--- src/tcpq_pkg.sv ---
// package: types, codes and constants of the three-class priority queue
`default_nettype none
package tcpq_pkg;

  localparam int HANDLE_BITS     = 16;
  localparam int CLASS_DEPTH_DEF = 64;
  localparam int NUM_CLASSES     = 3;
  localparam int THR_BITS        = 8;
  localparam logic [THR_BITS-1:0] THR_RESET = 8'd64;

  localparam logic [1:0] MODE_PUSH     = 2'd0;
  localparam logic [1:0] MODE_POP_ANY  = 2'd1;
  localparam logic [1:0] MODE_POP_INTL = 2'd2;

  localparam logic [1:0] CLS_INTERNAL = 2'd0;
  localparam logic [1:0] CLS_URGENT   = 2'd1;
  localparam logic [1:0] CLS_REGULAR  = 2'd2;

  localparam logic [2:0] REG_THRESHOLD = 3'd0;

  typedef struct packed {
    logic [1:0]             mode;
    logic [HANDLE_BITS-1:0] msg_handle;
    logic                   is_internal;
    logic                   is_urgent;
  } tcpq_in_t;

  typedef struct packed {
    logic                   pop_valid;
    logic [HANDLE_BITS-1:0] popped_handle;
    logic [1:0]             popped_class;
    logic                   push_dropped;
    logic                   full_flag;
    logic                   half_full_flag;
  } tcpq_out_t;

endpackage
`default_nettype wire

--- src/tcpq_store.sv ---
// message store: one write port, one registered read port
`default_nettype none
module tcpq_store #(
  parameter int DEPTH  = 192,
  parameter int WIDTH  = 16,
  parameter int ADDR_W = $clog2(DEPTH)
) (
  input  wire logic              clk_i,
  input  wire logic              we_i,
  input  wire logic [ADDR_W-1:0] waddr_i,
  input  wire logic [WIDTH-1:0]  wdata_i,
  input  wire logic              re_i,
  input  wire logic [ADDR_W-1:0] raddr_i,
  output logic      [WIDTH-1:0]  rdata_o
);

  logic [WIDTH-1:0] mem [DEPTH];
  logic [WIDTH-1:0] rdata_q;

  always_ff @(posedge clk_i) begin
    if (we_i) begin
      mem[waddr_i] <= wdata_i;
    end
    if (re_i) begin
      rdata_q <= mem[raddr_i];
    end
  end

  assign rdata_o = rdata_q;

endmodule
`default_nettype wire

--- src/three_class_priority_queue.sv ---
// top level: three-class strict-priority message queue
//
// in channel (in_valid_i/in_ready_o, in_data_i) carries one operation per
// transaction: push a handle, pop from any class, or pop the internal class
// only. out channel (out_valid_o/out_ready_i, out_data_o) returns exactly one
// result per operation, in order. handles live in one synchronous store of
// 3 x CLASS_DEPTH entries; pointers and counts sit in flip-flops.
// a push, a pop that finds nothing and an unused mode load their result
// into the output register at acceptance; a returned message goes via the
// store's read register, then the output register, with no operation taken
// meanwhile. the output register holds a result while the receiver stalls;
// the next operation is still taken in the cycle that result is drained.
// reset empties all classes (no clearing pass, the store holds no valid
// bits) and sets the threshold to 64. the user writes the threshold through
// the apb port at address 0 only while the queue is idle; it is not enforced.
`default_nettype none
module three_class_priority_queue
  import tcpq_pkg::*;
#(
  parameter int CLASS_DEPTH = CLASS_DEPTH_DEF
) (
  input  wire logic        clk_i,
  input  wire logic        rst_ni,
  input  wire logic        in_valid_i,
  output logic             in_ready_o,
  input  wire tcpq_in_t    in_data_i,
  output logic             out_valid_o,
  input  wire logic        out_ready_i,
  output tcpq_out_t        out_data_o,
  input  wire logic        psel,
  input  wire logic        penable,
  input  wire logic        pwrite,
  input  wire logic [2:0]  paddr,
  input  wire logic [31:0] pwdata,
  output logic      [31:0] prdata,
  output logic             pready
);

  localparam int PTR_W  = (CLASS_DEPTH > 1) ? $clog2(CLASS_DEPTH) : 1;
  localparam int CNT_W  = $clog2(CLASS_DEPTH + 1);
  localparam int TOT_W  = CNT_W + 1;
  localparam int CMP_W  = (TOT_W > THR_BITS) ? TOT_W : THR_BITS;
  localparam int MEM_D  = NUM_CLASSES * CLASS_DEPTH;
  localparam int ADDR_W = $clog2(MEM_D);

  logic [PTR_W-1:0]    head_q [NUM_CLASSES];
  logic [PTR_W-1:0]    head_d [NUM_CLASSES];
  logic [PTR_W-1:0]    tail_q [NUM_CLASSES];
  logic [PTR_W-1:0]    tail_d [NUM_CLASSES];
  logic [CNT_W-1:0]    cnt_q  [NUM_CLASSES];
  logic [CNT_W-1:0]    cnt_d  [NUM_CLASSES];
  logic [THR_BITS-1:0] thr_q;
  logic                busy_q;
  logic                out_valid_q;
  tcpq_out_t           out_q;
  logic [1:0]          pend_cls_q;
  logic                pend_full_q;
  logic                pend_half_q;

  logic              acc;
  logic [1:0]        push_cls;
  logic              push_ok;
  logic              is_pop;
  logic              pop_hit;
  logic [1:0]        pop_cls;
  logic              mem_we;
  logic              mem_re;
  logic [ADDR_W-1:0] waddr;
  logic [ADDR_W-1:0] raddr;
  logic [TOT_W-1:0]  total;
  logic              full_d;
  logic              half_d;
  logic [HANDLE_BITS-1:0] rdata;
  tcpq_out_t         direct_res;
  logic              cfg_we;

  function automatic logic [ADDR_W-1:0] base_of(input logic [1:0] cls);
    logic [ADDR_W-1:0] b;
    case (cls)
      CLS_INTERNAL: b = '0;
      CLS_URGENT:   b = ADDR_W'(CLASS_DEPTH);
      default:      b = ADDR_W'(2 * CLASS_DEPTH);
    endcase
    return b;
  endfunction

  function automatic logic [PTR_W-1:0] advance(input logic [PTR_W-1:0] p);
    return (p == PTR_W'(CLASS_DEPTH - 1)) ? '0 : p + PTR_W'(1);
  endfunction

  assign in_ready_o = !busy_q && (!out_valid_q || out_ready_i);
  assign acc        = in_valid_i && in_ready_o;

  always_comb begin
    push_cls = in_data_i.is_internal ? CLS_INTERNAL :
               (in_data_i.is_urgent ? CLS_URGENT : CLS_REGULAR);
    push_ok  = cnt_q[push_cls] != CNT_W'(CLASS_DEPTH);
    is_pop   = (in_data_i.mode == MODE_POP_ANY) || (in_data_i.mode == MODE_POP_INTL);
    pop_hit  = 1'b0;
    pop_cls  = CLS_INTERNAL;
    if (cnt_q[CLS_INTERNAL] != '0) begin
      pop_hit = 1'b1;
    end else if (in_data_i.mode == MODE_POP_ANY && cnt_q[CLS_URGENT] != '0) begin
      pop_hit = 1'b1;
      pop_cls = CLS_URGENT;
    end else if (in_data_i.mode == MODE_POP_ANY && cnt_q[CLS_REGULAR] != '0) begin
      pop_hit = 1'b1;
      pop_cls = CLS_REGULAR;
    end
    pop_hit = pop_hit && is_pop;

    mem_we = acc && (in_data_i.mode == MODE_PUSH) && push_ok;
    mem_re = acc && pop_hit;
    waddr  = base_of(push_cls) + ADDR_W'(tail_q[push_cls]);
    raddr  = base_of(pop_cls) + ADDR_W'(head_q[pop_cls]);

    for (int i = 0; i < NUM_CLASSES; i++) begin
      head_d[i] = head_q[i];
      tail_d[i] = tail_q[i];
      cnt_d[i]  = cnt_q[i];
    end
    if (mem_we) begin
      tail_d[push_cls] = advance(tail_q[push_cls]);
      cnt_d[push_cls]  = cnt_q[push_cls] + CNT_W'(1);
    end
    if (mem_re) begin
      head_d[pop_cls] = advance(head_q[pop_cls]);
      cnt_d[pop_cls]  = cnt_q[pop_cls] - CNT_W'(1);
    end

    total  = TOT_W'(cnt_d[CLS_URGENT]) + TOT_W'(cnt_d[CLS_REGULAR]);
    full_d = CMP_W'(total) >= CMP_W'(thr_q);
    half_d = CMP_W'(total) >= CMP_W'(thr_q >> 1);

    direct_res                = '0;
    direct_res.push_dropped   = (in_data_i.mode == MODE_PUSH) && !push_ok;
    direct_res.full_flag      = full_d;
    direct_res.half_full_flag = half_d;
  end

  tcpq_store #(
    .DEPTH  (MEM_D),
    .WIDTH  (HANDLE_BITS),
    .ADDR_W (ADDR_W)
  ) u_store (
    .clk_i   (clk_i),
    .we_i    (mem_we),
    .waddr_i (waddr),
    .wdata_i (in_data_i.msg_handle),
    .re_i    (mem_re),
    .raddr_i (raddr),
    .rdata_o (rdata)
  );

  always_ff @(posedge clk_i or negedge rst_ni) begin
    if (!rst_ni) begin
      for (int i = 0; i < NUM_CLASSES; i++) begin
        head_q[i] <= '0;
        tail_q[i] <= '0;
        cnt_q[i]  <= '0;
      end
      busy_q      <= 1'b0;
      out_valid_q <= 1'b0;
    end else begin
      for (int i = 0; i < NUM_CLASSES; i++) begin
        head_q[i] <= head_d[i];
        tail_q[i] <= tail_d[i];
        cnt_q[i]  <= cnt_d[i];
      end
      busy_q <= mem_re;
      if ((acc && !pop_hit) || busy_q) begin
        out_valid_q <= 1'b1;
      end else if (out_valid_q && out_ready_i) begin
        out_valid_q <= 1'b0;
      end
    end
  end

  always_ff @(posedge clk_i) begin
    if (mem_re) begin
      pend_cls_q  <= pop_cls;
      pend_full_q <= full_d;
      pend_half_q <= half_d;
    end
    if (acc && !pop_hit) begin
      out_q <= direct_res;
    end else if (busy_q) begin
      out_q.pop_valid      <= 1'b1;
      out_q.popped_handle  <= rdata;
      out_q.popped_class   <= pend_cls_q;
      out_q.push_dropped   <= 1'b0;
      out_q.full_flag      <= pend_full_q;
      out_q.half_full_flag <= pend_half_q;
    end
  end

  assign out_valid_o = out_valid_q;
  assign out_data_o  = out_q;

  // configuration port
  assign cfg_we = psel && penable && pwrite && (paddr == REG_THRESHOLD);

  always_ff @(posedge clk_i or negedge rst_ni) begin
    if (!rst_ni) begin
      thr_q <= THR_RESET;
    end else if (cfg_we) begin
      thr_q <= pwdata[THR_BITS-1:0];
    end
  end

  assign prdata = (paddr == REG_THRESHOLD) ? {{(32 - THR_BITS){1'b0}}, thr_q} : '0;
  assign pready = 1'b1;

  a_busy_no_result : assert property (@(posedge clk_i) disable iff (!rst_ni)
    busy_q |-> !out_valid_q && !in_ready_o)
    else $error("store read in flight while a result is held");

  a_busy_one_cycle : assert property (@(posedge clk_i) disable iff (!rst_ni)
    busy_q |=> !busy_q && out_valid_o && out_data_o.pop_valid)
    else $error("pop read did not complete in one cycle");

  a_count_bound : assert property (@(posedge clk_i) disable iff (!rst_ni)
    (cnt_q[CLS_INTERNAL] <= CNT_W'(CLASS_DEPTH)) &&
    (cnt_q[CLS_URGENT] <= CNT_W'(CLASS_DEPTH)) &&
    (cnt_q[CLS_REGULAR] <= CNT_W'(CLASS_DEPTH)))
    else $error("class count beyond depth");

  a_empty_pop_zero : assert property (@(posedge clk_i) disable iff (!rst_ni)
    (out_valid_o && !out_data_o.pop_valid) |->
      (out_data_o.popped_handle == '0) && (out_data_o.popped_class == CLS_INTERNAL))
    else $error("result without a message carries a handle");

endmodule
`default_nettype wire
--- config.mk ---
export PLATFORM = sky130hd
export DESIGN_NAME = three_class_priority_queue
export DESIGN_NICKNAME = d
export VERILOG_FILES = /design/src/tcpq_pkg.sv /design/src/tcpq_store.sv /design/src/three_class_priority_queue.sv
export SDC_FILE = /design/constraint.sdc
export NUM_CORES = 2
export LEC_CHECK = 0
export BUFFER_PORTS_ARGS = -buffer_cell sky130_fd_sc_hd__clkbuf_2
export CORE_ASPECT_RATIO = 1.5
export CORE_MARGIN = 2
export CORE_UTILIZATION = 45
export CTS_CLUSTER_DIAMETER = 200
export DETAILED_ROUTE_END_ITERATION = 10
export PLACE_DENSITY = 0.57
export SETUP_SLACK_MARGIN = 0.02
export SYNTH_ARGS = -nofsm -noshare
export SYNTH_HDL_FRONTEND = slang
export SYNTH_HIERARCHICAL = 1
export SYNTH_SLANG_ARGS = --single-unit
export TNS_END_PERCENT = 30
--- constraint.sdc ---
create_clock -name clk_i -period 4.9 [get_ports clk_i]
set_input_delay 0.49 -clock clk_i [delete_from_list [all_inputs] [get_ports clk_i]]
set_output_delay 0.49 -clock clk_i [all_outputs]
set_load 0.02 [all_outputs]
---- Word-level counts from Yosys, hierarchy flattened ----
Memories as Yosys holds them, arrays and structs flattened. A register that Yosys moved wholly into a read port is not among the register bits.
Index checks and enable logic that the tools add are counted.
storage, ports and cells
  input bits .............................. 62
  memories kept ........................... 1
  memory bits (writable) .................. 3072
  register bits after elaboration ......... 93
operators by class
  mux-type cells .......................... 45
  $lt $le $gt $ge ......................... 6
  $add $sub $neg .......................... 7
  reduce and logical (&&, ||, !) cells .... 32
  bitwise gates (word level) .............. 2
  equality and inequality tests ........... 7
memories
  name         words  width  rd ports  clocked after Yosys merged registers in  wr ports  line              source
  u_store.mem  192    16     1         1                                        1         tcpq_store.sv:17  logic [WIDTH-1:0] mem [DEPTH];
operator list
  kind                                               number
  two-way mux 6 bit                                  8
  bitwise mux 21 bit                                 2
  two-way mux 21 bit                                 2
  two-way mux 7 bit                                  6
  bitwise mux 18 bit                                 2
  one-hot mux 8 bit (2 select lines)                 2
  binary-select mux 7 bit (select 2 bit)             2
  demux 7 bit (select 2 bit)                         2
  binary-select mux 6 bit (select 2 bit)             2
  demux 6 bit (select 2 bit)                         2
  nonzero test 7 bit                                 3
  adder 8 x 6 -> 8 bit                               2
  logical AND 1 bit                                  16
  adder 6 x 1 -> 6 bit (second input constant)       2
  equality test 6 bit (second input constant)        2
  two-way mux 2 bit                                  5
  adder 7 x 7 -> 8 bit                               1
  greater-or-equal comparator 8 x 7 -> 1 bit         1
  greater-or-equal comparator 8 bit                  1
  two-way mux 8 bit                                  1
  adder 7 x 1 -> 7 bit (second input constant)       1
  two-way mux 1 bit                                  7
  inequality test 7 bit (second input constant)      1
  subtractor 7 x 1 -> 7 bit (second input constant)  1
  other kinds (11)                                   25

---- Depth between registers and ports, before layout ----
  depth after elaboration ................. 15
  depth in mapped cells ................... 24
  gate-level depth less buffers ........... 21

---- Hierarchy ----
Netlist, hierarchy kept.
by module, submodules not included
  module                      instances  area each (um2)  cells an instance  seq. area each (um2)
  tcpq_store                  1          118416.1         4937               92728.9
  three_class_priority_queue  1          5786.8           609                2268.4

---- Worst setup path after synthesis ----
No wires, ideal clock.
  path type ............................... input to register
  start ................................... input in_data_i[0] in the netlist's numbering
  end ..................................... register out_q (netlist bit out_data_o[1]), data pin
  buffers on the path ..................... 3
  path slack .............................. 0.035 ns
  data arrival time ....................... 4.605 ns
  stages .................................. 21
  data required time ...................... 4.640 ns
  setup time .............................. 0.260 ns
  path through ............................ buf_2 -> buf_4 -> mux2_2 -> mux2i_1 -> ha_1 -> nand2_1 -> o211ai_4 -> buf_4 -> nand2_1 -> xor2_1 -> ha_1 -> inv_1 -> fa_1 -> inv_1 -> ha_1 -> a21o_1 -> a21o_1 -> a211o_1 -> a21oi_1 -> o21ai_0 -> mux2_2
RTL lines
  item                    line                               source
  start: declaration      three_class_priority_queue.sv:26   input wire tcpq_in_t in_data_i,
  end signal: assignment  three_class_priority_queue.sv:186  out_q <= direct_res;
  end: declaration        three_class_priority_queue.sv:55   tcpq_out_t out_q;

---- Final worst setup path ----
  start ................................... register cnt_q[10] in the netlist's numbering
  end ..................................... register u_store.rdata_q[11] (netlist: u_store/rdata_o[11]) (read register of u_store.mem), data pin
between the ends
  longest elaborated chain between the ends .. 9
  elaborated cells between the ends (all ways) .. 16
  classes of those cells .................. add/sub: 1; eq/ne: 1; mux: 8; bitwise: 1; reduce/logical: 5
ends and longest elaborated chain
  item                                                  line                               source
  start: declaration                                    three_class_priority_queue.sv:50   logic [CNT_W-1:0] cnt_q [NUM_CLASSES];
  start signal: indexed assignment                      three_class_priority_queue.sv:168  cnt_q[i] <= cnt_d[i];
  nonzero test 7 bit                                    three_class_priority_queue.sv:103  end else if (in_data_i.mode == MODE_POP_ANY && cnt_q[CLS_URGENT] != '0) begin
  logical AND 1 bit                                     three_class_priority_queue.sv:103
  two-way mux 2 bit                                     three_class_priority_queue.sv:103
  two-way mux 2 bit                                     three_class_priority_queue.sv:101  if (cnt_q[CLS_INTERNAL] != '0) begin
  NOT 2 -> 3 bit (not written as such)                  three_class_priority_queue.sv:115  raddr = base_of(pop_cls) + ADDR_W'(head_q[pop_cls]);
  binary-select mux 6 bit (select 2 bit)                three_class_priority_queue.sv:115
  two-way mux 6 bit (not written as such) (2 in a row)  three_class_priority_queue.sv:115
  adder 8 x 6 -> 8 bit                                  three_class_priority_queue.sv:115
  net raddr[0]                                          three_class_priority_queue.sv:69   logic [ADDR_W-1:0] raddr;
  end: declaration                                      tcpq_store.sv:18                   logic [WIDTH-1:0] rdata_q;
The timed path passes the listed nets, and every way through them passes these cells. The select of a mux whose other input is x is not followed.
A chain may end at the register's enable or synchronous reset.

==> flow_summary.json <==
{
  "port_buffers": 69,
  "status": "complete, no violations",
  "critical_path.endpoint_type": "flip-flop",
  "clockBufferDepth": 4,
  "cp-start-kind": "flip-flop",
  "synth_async_sr_flop_share": 0.0211,
  "met2_usage": 0.422,
  "nNetsFinal": 6514,
  "synth_commonest_cells": "edfxtp_1 (3,095), mux4_2 (886), nor2_1 (250)",
  "syn_inst": 5546,
  "syn_area_um2": 124000,
  "drt_iter0_markers": 6167,
  "die_x_um": 433,
  "initial_utilization": 0.452,
  "crit_buf_inv": 7,
  "clockRootBuffer": "clkbuf_16",
  "clkLatencyLatePin_ns": 0.86,
  "synth_most_common_cell": "edfxtp_1",
  "vdd_drop_max_mv": 0.276,
  "yosysSeqAreaShare": 0.765,
  "grt_pass1_vias": 62500,
  "synth-edff-count": 3095,
  "seq_power_share": 0.401,
  "tightest_slew_ns": 1.40,
  "cts_tree": "yes",
  "wire_per_inst_um": 32.7,
  "cp.required_ns": 5.49,
  "synthFlopType": "edfxtp_1",
  "yosysTopAreaCell": "edfxtp_1",
  "crit_type": "flip-flop to flip-flop",
  "critPathTopFamily": "buffers and inverters",
  "top_usage_layer": "met2",
  "arrival_ns": 5.39,
  "clock.fmax_mhz": 209,
  "cp_max_fo": 13,
  "hold_viol": 0,
  "max-slew-margin-rel": 0.0688,
  "cpPeakStageDelay_ns": 0.58,
  "ys_types": 70,
  "ant_nets": 0,
  "cap_violations": 0,
  "yosys_warnings": 6,
  "p_leak_nw": 46.1,
  "switching_share": 0.288,
  "vias_per_cell": 5.90,
  "gp_congestion": 0.871,
  "met3_usage": 0.0302,
  "dp.cells": 9798,
  "cts-htree-levels": 5,
  "slowest_stage": "mux4_2",
  "p_int_mw": 54.4,
  "p_comb_frac": 0.300,
  "first_pass_iters": 7,
  "synthTopCellsByArea": "edfxtp_1 (75%), mux4_2 (16%), dfrtp_1 (1.3%), mux2i_1 (1.1%), nor2_1 (0.76%)",
  "crit_top_cell": "buf_4",
  "p_switching_mw": 22.0,
  "met1_usage": 0.308,
  "cts-buffers-inserted": 299,
  "synth_top_area_share": 0.748,
  "fin_cells": 10300,
  "power.density_nw_per_um2": 528,
  "dr_total_vias": 61000,
  "clock-sinks": 3181,
  "final.setup_skew_ns": 0.0525,
  "core-area_um2": 275000,
  "drc_errors": 0,
  "ios": 119,
  "row_count": 236,
  "synthToLayoutAreaGrowth_pct": 16.5,
  "dp_hpwl_um": 218000,
  "min_path_type": "input port to flip-flop",
  "clk_pin_slew_ns": 0.07,
  "grt_usage": 0.242,
  "timing.final.ws_setup_ns": 0.106,
  "grt_max_degree": 173,
  "grt-ovfl-total": 0,
  "finalCriticalPeriod_ns": 4.79,
  "rsz0062_at_grt": "true",
  "place_ws_ns": -0.733,
  "fp.dieH_um": 647,
  "final-setup-viol-count": 0,
  "maxSlewViolCount": 0,
  "clkPwrFrac": 0.299,
  "period_share": 0.978,
  "wl_um": 338000,
  "syn_area_per_cell_um2": 22.4,
  "drive_gt1_frac": 0.353,
  "cp_cell_sequence": "nor4_4, nand2_2, nand2_1, buf_4, nand2_1, a31oi_4, buf_12, buf_12, buf_4, buf_4, mux4_2, a22o_1, o21ai_0, buf_4, nand4_1, buf_4, a221o_1",
  "die_area_um2": 280000,
  "grt_pass1_wl_um": 478000,
  "grt_antenna_before_repair": 7,
  "synth-seq-cells": 3181
}
path summary, 6_finish.rpt:
| path | start | to | slack, ns | depth (start not counted) |
|---|---|---|---|---|
| worst max-delay path | cnt_q[10] | u_store/rdata_o[11] | 0.11 | 17 |
| worst min-delay path | in_data_i[12] | u_store/mem[62][10] | 0.1 | 1 |
| worst max register to register | cnt_q[10] | u_store/rdata_o[11] | 0.11 | 17 |
| worst min register to register | out_data_o[21] | out_data_o[21] | 0.47 | 2 |
| max in group asynchronous | rst_ni | head_q[9] | 3.59 | 3 |
| min in group asynchronous | rst_ni | out_valid_o | 0.27 | 2 |
power groups by stage:
stage / registers, mW / clock network (mW) / logic (mW)
floorplan: 31.1 / 0 / 13.2
global placement: 31.2 / 0 / 23.1
detailed placement: 31.2 / 0 / 23.2
CTS: 30.6 / 23.4 / 23.3
global route: 30.6 / 24.3 / 24.0
finish: 30.6 / 22.9 / 22.9
final cells by class:
cell class	instances	area, um^2
flip-flops and latches	3181	95000
clock inverters	146	1370
multi-input cells	2033	27800
clock buffers	383	8080
repair buffers	867	7680
fillers	21300	130000
inverters	41	154
diodes	6	15.0
well taps	3689	4620
registers in the layout, indices dropped and copies added (netlist names):
signal and flops:
cnt_q 21, u_store/mem 3072, out_valid_o 1, pend_cls_q 2, u_store/rdata_o 16, tail_q 18, head_q 18, pend_full_q 1
pend_half_q 1, out_data_o 22, busy_q 1, thr_q 8
routing by layer:
| metal | up-vias | part of all wire |
|---|---|---|
| met4 | 0 | 0.042 |
| li1 | 25100 | - |
| met5 | - | 0 |
| met2 | 2136 | 0.52 |
| met3 | 510 | 0.056 |
| met1 | 33300 | 0.38 |
stage by stage:
stage / instance area (um^2) / TNS (ns) / hold slack [ns] / utilization / total power [mW]
2_1_floorplan: 124000 / 0 / 0.194 / - / 44.3
3_3_place_gp: 135000 / -7.31 / 0.452 / 0.491 / 54.3
3_5_place_dp: 135000 / -6.17 / 0.463 / 0.491 / 54.4
4_1_cts: 145000 / 0 / 0.0665 / 0.526 / 77.2
5_1_grt: 145000 / -0.00569 / 0.116 / 0.526 / 78.9
6_report: 145000 / 0 / 0.0972 / 0.526 / 76.4
cell families (layout without fill, tap and decap cells):
group,count (synthesis),in the layout,share of synthesized area
compound gates,268,268,0.0153
fa+ha+maj,29,29,0.00298
other cells,2,31,0.0000605
xor+xnor,24,24,0.00169
flops,3181,3181,0.765
simple gates,603,603,0.0225
buf+inv,355,1437,0.0153
mux,1084,1084,0.177
cell usage in the layout (no fill, tap or decap), types with 16 or more instances in the layout:
cell type,n
edfxtp_1,3095
mux4_2,886
buf_4,685
clkbuf_16,310
nor2_1,147
mux2i_1,134
nand2_1,131
nor2_2,103
buf_12,95
clkbuf_1,68
dfrtp_1,66
nand3_1,61
mux2_2,61
clkinv_1,58
clkbuf_2,52
a22oi_1,44
inv_1,39
o21ai_0,39
clkinv_2,36
o211ai_1,30
nand2b_1,28
ha_1,28
a21oi_1,26
o21ai_1,26
conb_1,25
bufinv_16,24
nor3_1,23
nor2b_1,22
nand4_1,22
and2_1,21
buf_6,20
dfxtp_1,19
and3_1,18
xnor2_1,16
repair_timing:
item,4_1_cts,5_1_grt
endpoints found under the setup margin,6,9
setup buffers,0,0
gates resized for setup,5,12
hold endpoints to repair,97,0
hold buffers,13,0
pin swaps,0,1
Power figures use the tool's default switching activity.
